===== src/hdl/fgrd_pkg.sv =====
// Shared types, codes and control program of the glyph run-length decoder.
`default_nettype none

package fgrd_pkg;

    localparam int MAX_DIM_DEF = 256;
    localparam int REMAP_DEPTH = 256;

    // input actions
    localparam logic [1:0] ACT_START = 2'd0;
    localparam logic [1:0] ACT_BYTE  = 2'd1;
    localparam logic [1:0] ACT_LOAD  = 2'd2;

    // configuration register indexes
    localparam logic [2:0] CFG_MAX_COLOR    = 3'd0;
    localparam logic [2:0] CFG_RLE_MODE     = 3'd1;
    localparam logic [2:0] CFG_REMAP_ENABLE = 3'd2;
    localparam logic [2:0] CFG_GLYPH_WIDTH  = 3'd3;
    localparam logic [2:0] CFG_GLYPH_HEIGHT = 3'd4;

    localparam logic [7:0] NOOP_CODE = 8'd128;

    typedef struct packed {
        logic [1:0] action;
        logic [7:0] data_byte;
        logic [7:0] remap_index;
        logic [7:0] remap_value;
    } in_item_t;

    typedef struct packed {
        logic [7:0]  pixel_value;
        logic [15:0] first_position;
        logic [15:0] first_address;
        logic [7:0]  run_count;
        logic        glyph_done;
    } out_item_t;

    // datapath operations
    localparam logic [2:0] OP_NOP   = 3'd0;
    localparam logic [2:0] OP_FETCH = 3'd1;
    localparam logic [2:0] OP_TOTAL = 3'd2;
    localparam logic [2:0] OP_CHECK = 3'd3;
    localparam logic [2:0] OP_DIV   = 3'd4;
    localparam logic [2:0] OP_ADDR  = 3'd5;
    localparam logic [2:0] OP_EMIT  = 3'd6;

    // sequencing
    localparam logic [2:0] BR_NEXT     = 3'd0;
    localparam logic [2:0] BR_GOTO     = 3'd1;
    localparam logic [2:0] BR_WAIT_IN  = 3'd2;
    localparam logic [2:0] BR_TEST     = 3'd3;
    localparam logic [2:0] BR_WAIT_OUT = 3'd4;

    localparam int STEP_W = 4;

    localparam logic [STEP_W-1:0] STEP_FETCH = 4'd0;
    localparam logic [STEP_W-1:0] STEP_TOTAL = 4'd1;

    typedef struct packed {
        logic [2:0]        op;
        logic [2:0]        br;
        logic [STEP_W-1:0] target;
    } uword_t;

    function automatic uword_t ucode_rom(input logic [STEP_W-1:0] step);
        uword_t w;
        case (step)
            4'd0:    w = '{op: OP_FETCH, br: BR_WAIT_IN,  target: STEP_TOTAL};
            4'd1:    w = '{op: OP_TOTAL, br: BR_NEXT,     target: STEP_FETCH};
            4'd2:    w = '{op: OP_CHECK, br: BR_TEST,     target: STEP_FETCH};
            4'd3:    w = '{op: OP_DIV,   br: BR_NEXT,     target: STEP_FETCH};
            4'd4:    w = '{op: OP_DIV,   br: BR_NEXT,     target: STEP_FETCH};
            4'd5:    w = '{op: OP_DIV,   br: BR_NEXT,     target: STEP_FETCH};
            4'd6:    w = '{op: OP_DIV,   br: BR_NEXT,     target: STEP_FETCH};
            4'd7:    w = '{op: OP_ADDR,  br: BR_NEXT,     target: STEP_FETCH};
            4'd8:    w = '{op: OP_EMIT,  br: BR_WAIT_OUT, target: STEP_FETCH};
            default: w = '{op: OP_NOP,   br: BR_GOTO,     target: STEP_FETCH};
        endcase
        return w;
    endfunction

endpackage

`default_nettype wire


===== src/hdl/font_glyph_rle_decoder_unit.sv =====
// Top level of the glyph run-length decoder: microcoded sequencer and datapath.
`default_nettype none

// Decodes a glyph's coded byte stream into pixel runs (literal pixels or fill
// runs) with value, row-major position, column-major store address, count and
// a glyph-done flag. A start, a remap table load, an unused action or a stream
// byte while no glyph is active passes only the fetch step. A byte that yields
// no run (control byte, no-op, position past a shrunk glyph end) passes fetch,
// total and check; one with a run goes on through divide, address and emit,
// emit waiting for the output register to be taken. The position-by-width
// divide makes four quotient bits per step over four steps, then the address
// multiply. The result register lets the next byte enter while a run waits.
module font_glyph_rle_decoder_unit
    import fgrd_pkg::*;
#(
    parameter int MAX_DIM = MAX_DIM_DEF
) (
    input  wire logic      aclk,
    input  wire logic      aresetn,
    input  wire logic      s_valid,
    output logic           s_ready,
    input  wire in_item_t  s_data,
    output logic           m_valid,
    input  wire logic      m_ready,
    output out_item_t      m_data,
    input  wire logic      cfg_wr_en,
    input  wire logic [2:0] cfg_index,
    input  wire logic [8:0] cfg_wdata
);

    localparam logic [8:0] MAX_DIM_V = 9'(MAX_DIM);

    logic [STEP_W-1:0] step_reg, step_next;

    logic [7:0] max_color_reg;
    logic       rle_mode_reg;
    logic       remap_en_reg;
    logic [8:0] width_cfg_reg;
    logic [8:0] height_cfg_reg;

    logic [16:0] pos_reg, pos_next;
    logic [7:0]  lit_left_reg, lit_left_next;
    logic [7:0]  fill_len_reg, fill_len_next;
    logic        awaiting_reg, awaiting_next;
    logic        active_reg, active_next;

    logic [7:0]  byte_reg;
    logic [16:0] total_reg;
    logic [7:0]  color_reg;
    logic [7:0]  remap_rdata_reg;
    logic [7:0]  cnt_reg, cnt_next;
    logic [15:0] div_q_reg, div_q_next;
    logic [8:0]  div_r_reg, div_r_next;
    logic [16:0] prod_reg;

    logic        m_valid_reg;
    out_item_t   m_data_reg;

    logic [7:0]  remap_mem [REMAP_DEPTH];

    uword_t      uw;
    logic        in_fire;
    logic        out_free;
    logic        emit_now;
    logic [8:0]  w_eff, h_eff;
    logic [7:0]  color_clamp;
    logic [16:0] left;
    logic [7:0]  cnt_clip;
    logic [16:0] pos_new;
    logic        done_flag;
    out_item_t   out_item;

    assign uw       = ucode_rom(step_reg);
    assign s_ready  = (uw.op == OP_FETCH);
    assign in_fire  = s_valid && s_ready;
    assign out_free = !m_valid_reg || m_ready;
    assign m_valid  = m_valid_reg;
    assign m_data   = m_data_reg;

    // dimensions saturate into 1..MAX_DIM
    always_comb begin
        w_eff = width_cfg_reg;
        if (width_cfg_reg == 9'd0) begin
            w_eff = 9'd1;
        end else if (width_cfg_reg > MAX_DIM_V) begin
            w_eff = MAX_DIM_V;
        end
        h_eff = height_cfg_reg;
        if (height_cfg_reg == 9'd0) begin
            h_eff = 9'd1;
        end else if (height_cfg_reg > MAX_DIM_V) begin
            h_eff = MAX_DIM_V;
        end
    end

    assign color_clamp = (byte_reg > max_color_reg) ? max_color_reg : byte_reg;

    // run clipping and position update
    assign left      = total_reg - pos_reg;
    assign cnt_clip  = ({9'd0, cnt_reg} > left) ? left[7:0] : cnt_reg;
    assign pos_new   = pos_reg + {9'd0, cnt_clip};
    assign done_flag = (pos_new >= total_reg);

    always_comb begin
        out_item.pixel_value    = remap_en_reg ? remap_rdata_reg : color_reg;
        out_item.first_position = pos_reg[15:0];
        out_item.first_address  = prod_reg[15:0] + {8'd0, div_q_reg[7:0]};
        out_item.run_count      = cnt_clip;
        out_item.glyph_done     = done_flag;
    end

    // datapath next state, one operation per control word
    always_comb begin
        logic [9:0] trial;
        logic [8:0] r;
        logic [15:0] q;
        pos_next      = pos_reg;
        lit_left_next = lit_left_reg;
        fill_len_next = fill_len_reg;
        awaiting_next = awaiting_reg;
        active_next   = active_reg;
        cnt_next      = cnt_reg;
        div_q_next    = div_q_reg;
        div_r_next    = div_r_reg;
        emit_now      = 1'b0;
        trial         = '0;
        r             = div_r_reg;
        q             = div_q_reg;
        case (uw.op)
            OP_FETCH: begin
                if (in_fire && s_data.action == ACT_START) begin
                    pos_next      = '0;
                    lit_left_next = '0;
                    fill_len_next = '0;
                    awaiting_next = 1'b0;
                    active_next   = 1'b1;
                end
            end
            OP_TOTAL: begin
                div_q_next = pos_reg[15:0];
                div_r_next = '0;
            end
            OP_CHECK: begin
                if (pos_reg >= total_reg) begin
                    active_next = 1'b0;
                end else if (!rle_mode_reg) begin
                    emit_now = 1'b1;
                    cnt_next = 8'd1;
                end else if (awaiting_reg) begin
                    emit_now      = 1'b1;
                    cnt_next      = fill_len_reg;
                    awaiting_next = 1'b0;
                    fill_len_next = '0;
                end else if (lit_left_reg != 8'd0) begin
                    emit_now      = 1'b1;
                    cnt_next      = 8'd1;
                    lit_left_next = lit_left_reg - 8'd1;
                end else if (!byte_reg[7]) begin
                    lit_left_next = byte_reg + 8'd1;
                end else if (byte_reg != NOOP_CODE) begin
                    // 257 - code, always 2..128
                    fill_len_next = 8'd1 - byte_reg;
                    awaiting_next = 1'b1;
                end
            end
            OP_DIV: begin
                // four restoring steps, quotient bits shift in from the right
                for (int i = 0; i < 4; i++) begin
                    trial = {r, q[15]};
                    q     = {q[14:0], 1'b0};
                    if (trial >= {1'b0, w_eff}) begin
                        trial = trial - {1'b0, w_eff};
                        q[0]  = 1'b1;
                    end
                    r = trial[8:0];
                end
                div_q_next = q;
                div_r_next = r;
            end
            OP_EMIT: begin
                if (out_free) begin
                    pos_next = pos_new;
                    if (done_flag) begin
                        active_next = 1'b0;
                    end
                end
            end
            default: begin
            end
        endcase
    end

    // sequencer
    always_comb begin
        step_next = step_reg + 4'd1;
        case (uw.br)
            BR_NEXT: begin
                step_next = step_reg + 4'd1;
            end
            BR_GOTO: begin
                step_next = uw.target;
            end
            BR_WAIT_IN: begin
                step_next = step_reg;
                if (in_fire && s_data.action == ACT_BYTE && active_reg) begin
                    step_next = uw.target;
                end
            end
            BR_TEST: begin
                step_next = emit_now ? step_reg + 4'd1 : uw.target;
            end
            BR_WAIT_OUT: begin
                step_next = out_free ? uw.target : step_reg;
            end
            default: begin
                step_next = STEP_FETCH;
            end
        endcase
    end

    always_ff @(posedge aclk) begin
        if (!aresetn) begin
            step_reg       <= STEP_FETCH;
            max_color_reg  <= 8'd255;
            rle_mode_reg   <= 1'b1;
            remap_en_reg   <= 1'b0;
            width_cfg_reg  <= 9'd8;
            height_cfg_reg <= 9'd8;
            pos_reg        <= '0;
            lit_left_reg   <= '0;
            fill_len_reg   <= '0;
            awaiting_reg   <= 1'b0;
            active_reg     <= 1'b0;
            m_valid_reg    <= 1'b0;
        end else begin
            step_reg     <= step_next;
            pos_reg      <= pos_next;
            lit_left_reg <= lit_left_next;
            fill_len_reg <= fill_len_next;
            awaiting_reg <= awaiting_next;
            active_reg   <= active_next;
            if (cfg_wr_en) begin
                case (cfg_index)
                    CFG_MAX_COLOR:    max_color_reg  <= cfg_wdata[7:0];
                    CFG_RLE_MODE:     rle_mode_reg   <= cfg_wdata[0];
                    CFG_REMAP_ENABLE: remap_en_reg   <= cfg_wdata[0];
                    CFG_GLYPH_WIDTH:  width_cfg_reg  <= cfg_wdata;
                    CFG_GLYPH_HEIGHT: height_cfg_reg <= cfg_wdata;
                    default: begin
                    end
                endcase
            end
            if (uw.op == OP_EMIT && out_free) begin
                m_valid_reg <= 1'b1;
            end else if (m_ready) begin
                m_valid_reg <= 1'b0;
            end
        end
    end

    // payload registers
    always_ff @(posedge aclk) begin
        cnt_reg   <= cnt_next;
        div_q_reg <= div_q_next;
        div_r_reg <= div_r_next;
        if (in_fire) begin
            byte_reg <= s_data.data_byte;
        end
        if (uw.op == OP_TOTAL) begin
            total_reg <= 17'(w_eff * h_eff);
            color_reg <= color_clamp;
        end
        if (uw.op == OP_ADDR) begin
            // col is below 256 and the remainder of the divide
            prod_reg <= 17'(div_r_reg[7:0] * h_eff);
        end
        if (uw.op == OP_EMIT && out_free) begin
            m_data_reg <= out_item;
        end
    end

    // remap table, read in the total step ahead of use
    always_ff @(posedge aclk) begin
        if (in_fire && s_data.action == ACT_LOAD) begin
            remap_mem[s_data.remap_index] <= s_data.remap_value;
        end
        if (uw.op == OP_TOTAL) begin
            remap_rdata_reg <= remap_mem[color_clamp];
        end
    end

endmodule

`default_nettype wire


===== config.mk =====
export PLATFORM = sky130hd
export DESIGN_NAME = font_glyph_rle_decoder_unit
export DESIGN_NICKNAME = d
export VERILOG_FILES = /design/src/hdl/fgrd_pkg.sv /design/src/hdl/font_glyph_rle_decoder_unit.sv
export SDC_FILE = /design/constraint.sdc
export NUM_CORES = 2
export LEC_CHECK = 0
export BUFFER_PORTS_ARGS = -buffer_cell sky130_fd_sc_hd__buf_2
export CELL_PAD_IN_SITES_DETAIL_PLACEMENT = 1
export CELL_PAD_IN_SITES_GLOBAL_PLACEMENT = 1
export CORE_ASPECT_RATIO = 1.2
export CORE_MARGIN = 4
export CORE_UTILIZATION = 24
export CTS_CLUSTER_DIAMETER = 50
export DETAILED_ROUTE_END_ITERATION = 12
export HOLD_SLACK_MARGIN = 0.1
export PLACE_DENSITY_LB_ADDON = 0.1
export SLEW_MARGIN = 10
export SYNTH_ARGS = -nofsm -noshare
export SYNTH_HDL_FRONTEND = slang
export SYNTH_SLANG_ARGS = --single-unit

===== constraint.sdc =====
create_clock -name aclk -period 24.3 [get_ports aclk]
set_input_delay 4.86 -clock aclk [delete_from_list [all_inputs] [get_ports aclk]]
set_output_delay 4.86 -clock aclk [all_outputs]
set_load 0.05 [all_outputs]

# After elaboration in Yosys (flattened, before gate mapping)
# Memories as Yosys holds them, arrays and structs flattened. A register that Yosys moved wholly into a read port is not among the register bits.
# Cells that the tools add are included.
# op_classes
multipliers	2
addsub	11
n_lt_le_gt_ge	10
n_eq_ne	31
n_mux	67
n_reduce_logical	31
n_bitwise	1
# ops
cell	count
two-way mux 8 bit	17
two-way mux 9 bit	11
>= comparator 10 x 9 -> 1 bit	4
subtractor 9 bit	4
>= comparator 17 bit	2
two-way mux 17 bit	2
case mux 17 bit (2 select lines)	1
case mux 16 bit (2 select lines)	1
case mux 8 bit (2 select lines)	2
two-way mux 1 bit	24
two-way mux 4 bit	5
case mux 4 bit (5 select lines)	1
== test 3 x 2 -> 1 bit, second input constant	6
greater-than comparator 9 bit, second input constant	2
zero test 9 bit	2
case mux 9 bit (2 select lines)	1
adder 17 x 8 -> 17 bit	1
greater-than comparator 8 x 17 -> 1 bit	1
multiplier 9 x 9 -> 17 bit	1
subtractor 17 bit	1
adder 16 x 8 -> 16 bit	1
multiplier 8 x 9 -> 16 bit	1
inequality test 2 bit, second input constant	8
== test 3 bit, second input constant	5
29 further kinds	49
# totals
memories	2
word_cells	179
rom_bits	112
mem_bits_rw	2048
ff_bits	199
inputBits	43
# mem_list
memory	words	width	read_ports	rd_clocked_by_memory_dff	wr	line	source
remap_mem	256	8	1	1	1	font_glyph_rle_decoder_unit.sv:59	logic [7:0] remap_mem [REMAP_DEPTH];
(name not given)	16	7	1	1	0	fgrd_pkg.sv:67	case (step)

# Depth between registers and ports, before layout
# logic_depth
ltp_word	15
depth_mapped	41
ltp_nobuf	40

# Least setup slack after synthesis
# Ideal clock, no wire load.
# synth_path
path_kind	register to register
start	reg width_cfg_reg[4]
end	reg div_r_reg[2] (data pin)
setup_time_ps	266
required_ps	24034
path_buffers	2
path_stages_with_launch	40
arrival_ps	8333
setup_slack_ps	15701
cell_sequence	dfxtp_1 > nor4_1 > a21oi_1 > or2_2 > clkbuf_1 > inv_1 > ha_1 > fa_1 > nor2b_1 > o31a_1 > o21a_1 > o211ai_2 > nand2_1 > o21ai_0 > fa_1 > nor2b_1 > o21ai_0 > a21oi_1 > (+4 left out) > ha_1 > a21o_1 > a21oi_1 > nor2b_1 > o41ai_1 > nand2b_1 > nor3_4 > mux2_2 > ha_1 > a21o_1 > a21o_1 > a211oi_1 > o21ai_0 > a21oi_1 > and3b_1 > buf_2 > mux2i_1 > nor2_1
# synth_between
elab_chain_len	15
# synth_rtl
element	line	source
start: declaration	font_glyph_rle_decoder_unit.sv:38	logic [8:0] width_cfg_reg;
start signal: assignment	font_glyph_rle_decoder_unit.sv:247	CFG_GLYPH_WIDTH: width_cfg_reg <= cfg_wdata;
greater-than comparator 9 bit	font_glyph_rle_decoder_unit.sv:85	end else if (width_cfg_reg > MAX_DIM_V) begin
two-way mux 9 bit	font_glyph_rle_decoder_unit.sv:85	
two-way mux 9 bit *	font_glyph_rle_decoder_unit.sv:83	if (width_cfg_reg == 9'd0) begin
subtractor 9 bit or >= comparator 10 x 9 -> 1 bit (tied branches)	font_glyph_rle_decoder_unit.sv:172, font_glyph_rle_decoder_unit.sv:171	
two-way mux 9 bit	font_glyph_rle_decoder_unit.sv:171	if (trial >= {1'b0, w_eff}) begin
two-way mux 9 bit	font_glyph_rle_decoder_unit.sv:129	case (uw.op)
subtractor 9 bit or >= comparator 10 x 9 -> 1 bit (tied branches)	font_glyph_rle_decoder_unit.sv:172, font_glyph_rle_decoder_unit.sv:171	
two-way mux 9 bit	font_glyph_rle_decoder_unit.sv:171	
two-way mux 9 bit	font_glyph_rle_decoder_unit.sv:129	
>= comparator 10 x 9 -> 1 bit or subtractor 9 bit (tied branches)	font_glyph_rle_decoder_unit.sv:171, font_glyph_rle_decoder_unit.sv:172	
two-way mux 9 bit	font_glyph_rle_decoder_unit.sv:171	
two-way mux 9 bit	font_glyph_rle_decoder_unit.sv:129	
subtractor 9 bit or >= comparator 10 x 9 -> 1 bit (tied branches)	font_glyph_rle_decoder_unit.sv:172, font_glyph_rle_decoder_unit.sv:171	
two-way mux 9 bit *	font_glyph_rle_decoder_unit.sv:171	
case mux 9 bit (2 select lines) *	font_glyph_rle_decoder_unit.sv:129	
end signal: assignment	font_glyph_rle_decoder_unit.sv:265	div_r_reg <= div_r_next;
end: declaration	font_glyph_rle_decoder_unit.sv:53	logic [8:0] div_r_reg, div_r_next;
# Mark *: on every way between the ends. The rest lies on a longest branch, timed or not. The select of a mux whose other input is x is not followed.
# A chain may end at the register's enable or synchronous reset.

# Worst setup path after layout
# Same ends and word-level chain as after synthesis.

==> run metrics <==
core area=399000 um^2; Area Growth Syn to Fin=18.2%; root buf cell=clkbuf_16; Port Buffers=93; f_max=95.6 MHz; number of global-route vias before repair=58900; final hold vios=0; Initial Util=24.1%; pins over their slew limit=0; Die Wd=586 um; hold_ws=0.464 ns; Async SR Flop Fraction=0%; commonest non-fill, non-tap cell in the layout=edfxtp_1; io pins=94; Synth warnings=0; share of cells above drive strength 1=15.6%; worst path required time=24.92 ns; worst IR drop on VDD=0.0000512 V; min Tclk post-route=10.46 ns; total number of vias=53700; CP Max Fanout=12; initial antenna violation count=18; switching power=2.77 mW; total track usage=15.4%; slew at the pin closest to its max-slew limit=1.17 ns; Worst Min Path Start=fill_len_reg[5]; Post-Syn Nets=6432; status=finished clean; Largest register FFs=2048; Startpoint Class=flip-flop; Synth Cell Area=96100 um^2; Worst Hold End=fill_len_reg[5]; Power Density=90.8 nW/um^2; DRT iter0 DRCs=3196; total CTS buffers=314; die height=701 um; FF-to-FF path depth=39; syn avg cell area=15.7 um^2; CTS clock-pin slew for the worst setup and hold paths=0.05 ns; clk_lat worst skew=0.91 ns; routability cong.=0.765; Crit Path Class=reg -> reg; antenna-violating nets left=0; row count=254; main flop type after synthesis=edfxtp_1; Critical R2R Capture=div_r_reg[2]; DR DRC count=0; post-DR vias/cell=4.54; Crit path largest cell delay=0.58 ns; Max-Slew Margin vs Limit=19.7%; RSZ-0062 raised after global routing=false; slowest CP cell=and3b_1; Gate Count Post-Synth=6109; commonest non-fill, non-tap cells in the layout=2187 x edfxtp_1, 594 x nand2_1, 393 x nor2_1; Clk pwr share=44.6%; synthesized flop and latch total=2262; max_cap viols=0; Pre-Repair DR Iteration Count=5; CP Capture Type=flip-flop; WL per Instance=27.1 um; dpl hpwl=208 mm; Reg power frac=41.9%; Hold Path Depth=2; area occupied by multi-input gates=27000 um^2; DIE AREA=411000 um^2; TritonCTS clock tree=done; post_cts resized=0; first-pass GRT wire length=457 mm; largest net degree at the start of global routing=153; final WL=322 mm; Fillers=41600; Comb power frac=13.5%; Arr. time, crit path=11.08 ns; Hold Path Class=reg -> reg; maximum root-to-sink buffer count=4; Hold Buf Count CTS=0; most frequent CP cell=o21ai_0; setup violators final=0; EDFF count, synth=2187; setup TNS=0 ns; NumNets Final=6661; Final period util=43.1%; Worst R2R Setup Slack=13.84 ns; synth unique cells=72; Seq/Total Area, Yosys=69.9%; Switching Share=26.9%; Clock Skew=0.0380 ns; sequential cell area=67200 um^2; # Post-CTS Setup Buffers=0; worst r2r src=width_cfg_reg[4]; P_int=7.54 mW; total global routing overflow=0; CTS H-tree lvls=5; Leak=37.4 nW; clk sinks=2262
-- power by group through the flow --
stage                     sequential [mW]  clock (mW)  combinational (mW)
after floorplan                      4.38           0               0.868
after detailed placement             4.41           0                1.44
after global placement               4.41           0                1.44
after global routing                 4.32        4.92                1.51
after CTS                            4.33        4.75                1.45
final                                4.32        4.60                1.39
-- metrics by stage --
stage	cell area [um^2]	std cells	setup slack [ns]	utilization, %	power, mW
after floorplan	96100	6109	15.70	-	5.25
after global placement	103000	11300	13.69	25.9	5.85
after detailed placement	103000	11300	13.78	25.9	5.85
after CTS	114000	11800	13.74	28.5	10.5
after global routing	114000	11800	12.77	28.5	10.8
final	114000	11800	13.84	28.5	10.3
-- routing by layer --
layer,wire (um),global-route usage (%),up-vias,share of wire (%)
met5,19,0,-,0.0059
met4,6270,3.26,2,1.9
met3,10900,2.16,364,3.4
met2,163000,27.3,808,51
met1,141000,20.0,28500,44
li1,-,-,24100,-
-- worst max path at each step --
stage,startpoint,endpoint,slack [ns]
after floorplan,width_cfg_reg[4],div_r_reg[2],15.70
after global placement,width_cfg_reg[4],div_r_reg[6],13.69
after detailed placement,width_cfg_reg[4],div_r_reg[2],13.78
after CTS,width_cfg_reg[4],div_r_reg[2],13.74
after global routing,width_cfg_reg[4],div_r_reg[8],12.77
final,width_cfg_reg[4],div_r_reg[2],13.84
-- critical path, delay by kind of cell, from the launching register on --
family	cells	cell delay, ns
AOI/OAI and AO/OA	15	3.52
adders and majority gates	5	1.40
buffers and inverters	1	0.24
DFF	1	0.32
muxes	3	0.91
and+or+nand+nor	15	3.77
-- cell usage after synthesis, types with 14 or more instances --
master,number,area (um^2)
a2111oi_0,35,307
a21o_1,27,203
a21oi_1,275,1380
a22oi_1,98,736
and2_1,43,269
and3_1,14,87.6
and4_1,43,377
buf_1,16,60.1
buf_2,85,425
buf_4,19,143
clkbuf_1,177,664
dfxtp_1,75,1500
edfxtp_1,2187,65700
fa_1,97,1940
ha_1,183,2290
inv_1,234,878
mux2_2,28,315
mux2i_1,378,3780
mux4_2,256,5770
nand2_1,594,2230
nand2b_1,26,163
nand3_1,49,245
nand4_1,57,357
nor2_1,401,1510
nor2b_1,47,294
nor3_1,41,205
nor4_1,79,494
o21ai_0,123,616
o22ai_1,161,1010
xnor2_1,77,674
xor2_1,19,166
-- area by class of cell --
class / instances / area share (%)
antenna: 13 / 0.0286
clock buffer: 369 / 7.28
clock inverter: 197 / 1.86
inverter: 237 / 0.790
multi-input combinational: 3307 / 23.8
sequential: 2262 / 59.2
tap: 5248 / 5.78
timing repair buffer: 216 / 1.35
-- kinds of logic after synthesis --
logic type / count (synthesis) / share of synthesized area (%)
simple gates: 1437 / 6.81
compound gates: 831 / 5.36
fa+ha+maj: 280 / 4.40
buf+inv: 540 / 2.34
mux: 663 / 10.3
flops: 2262 / 69.9
xor+xnor: 96 / 0.875
Power figures use the tool's default switching activity.
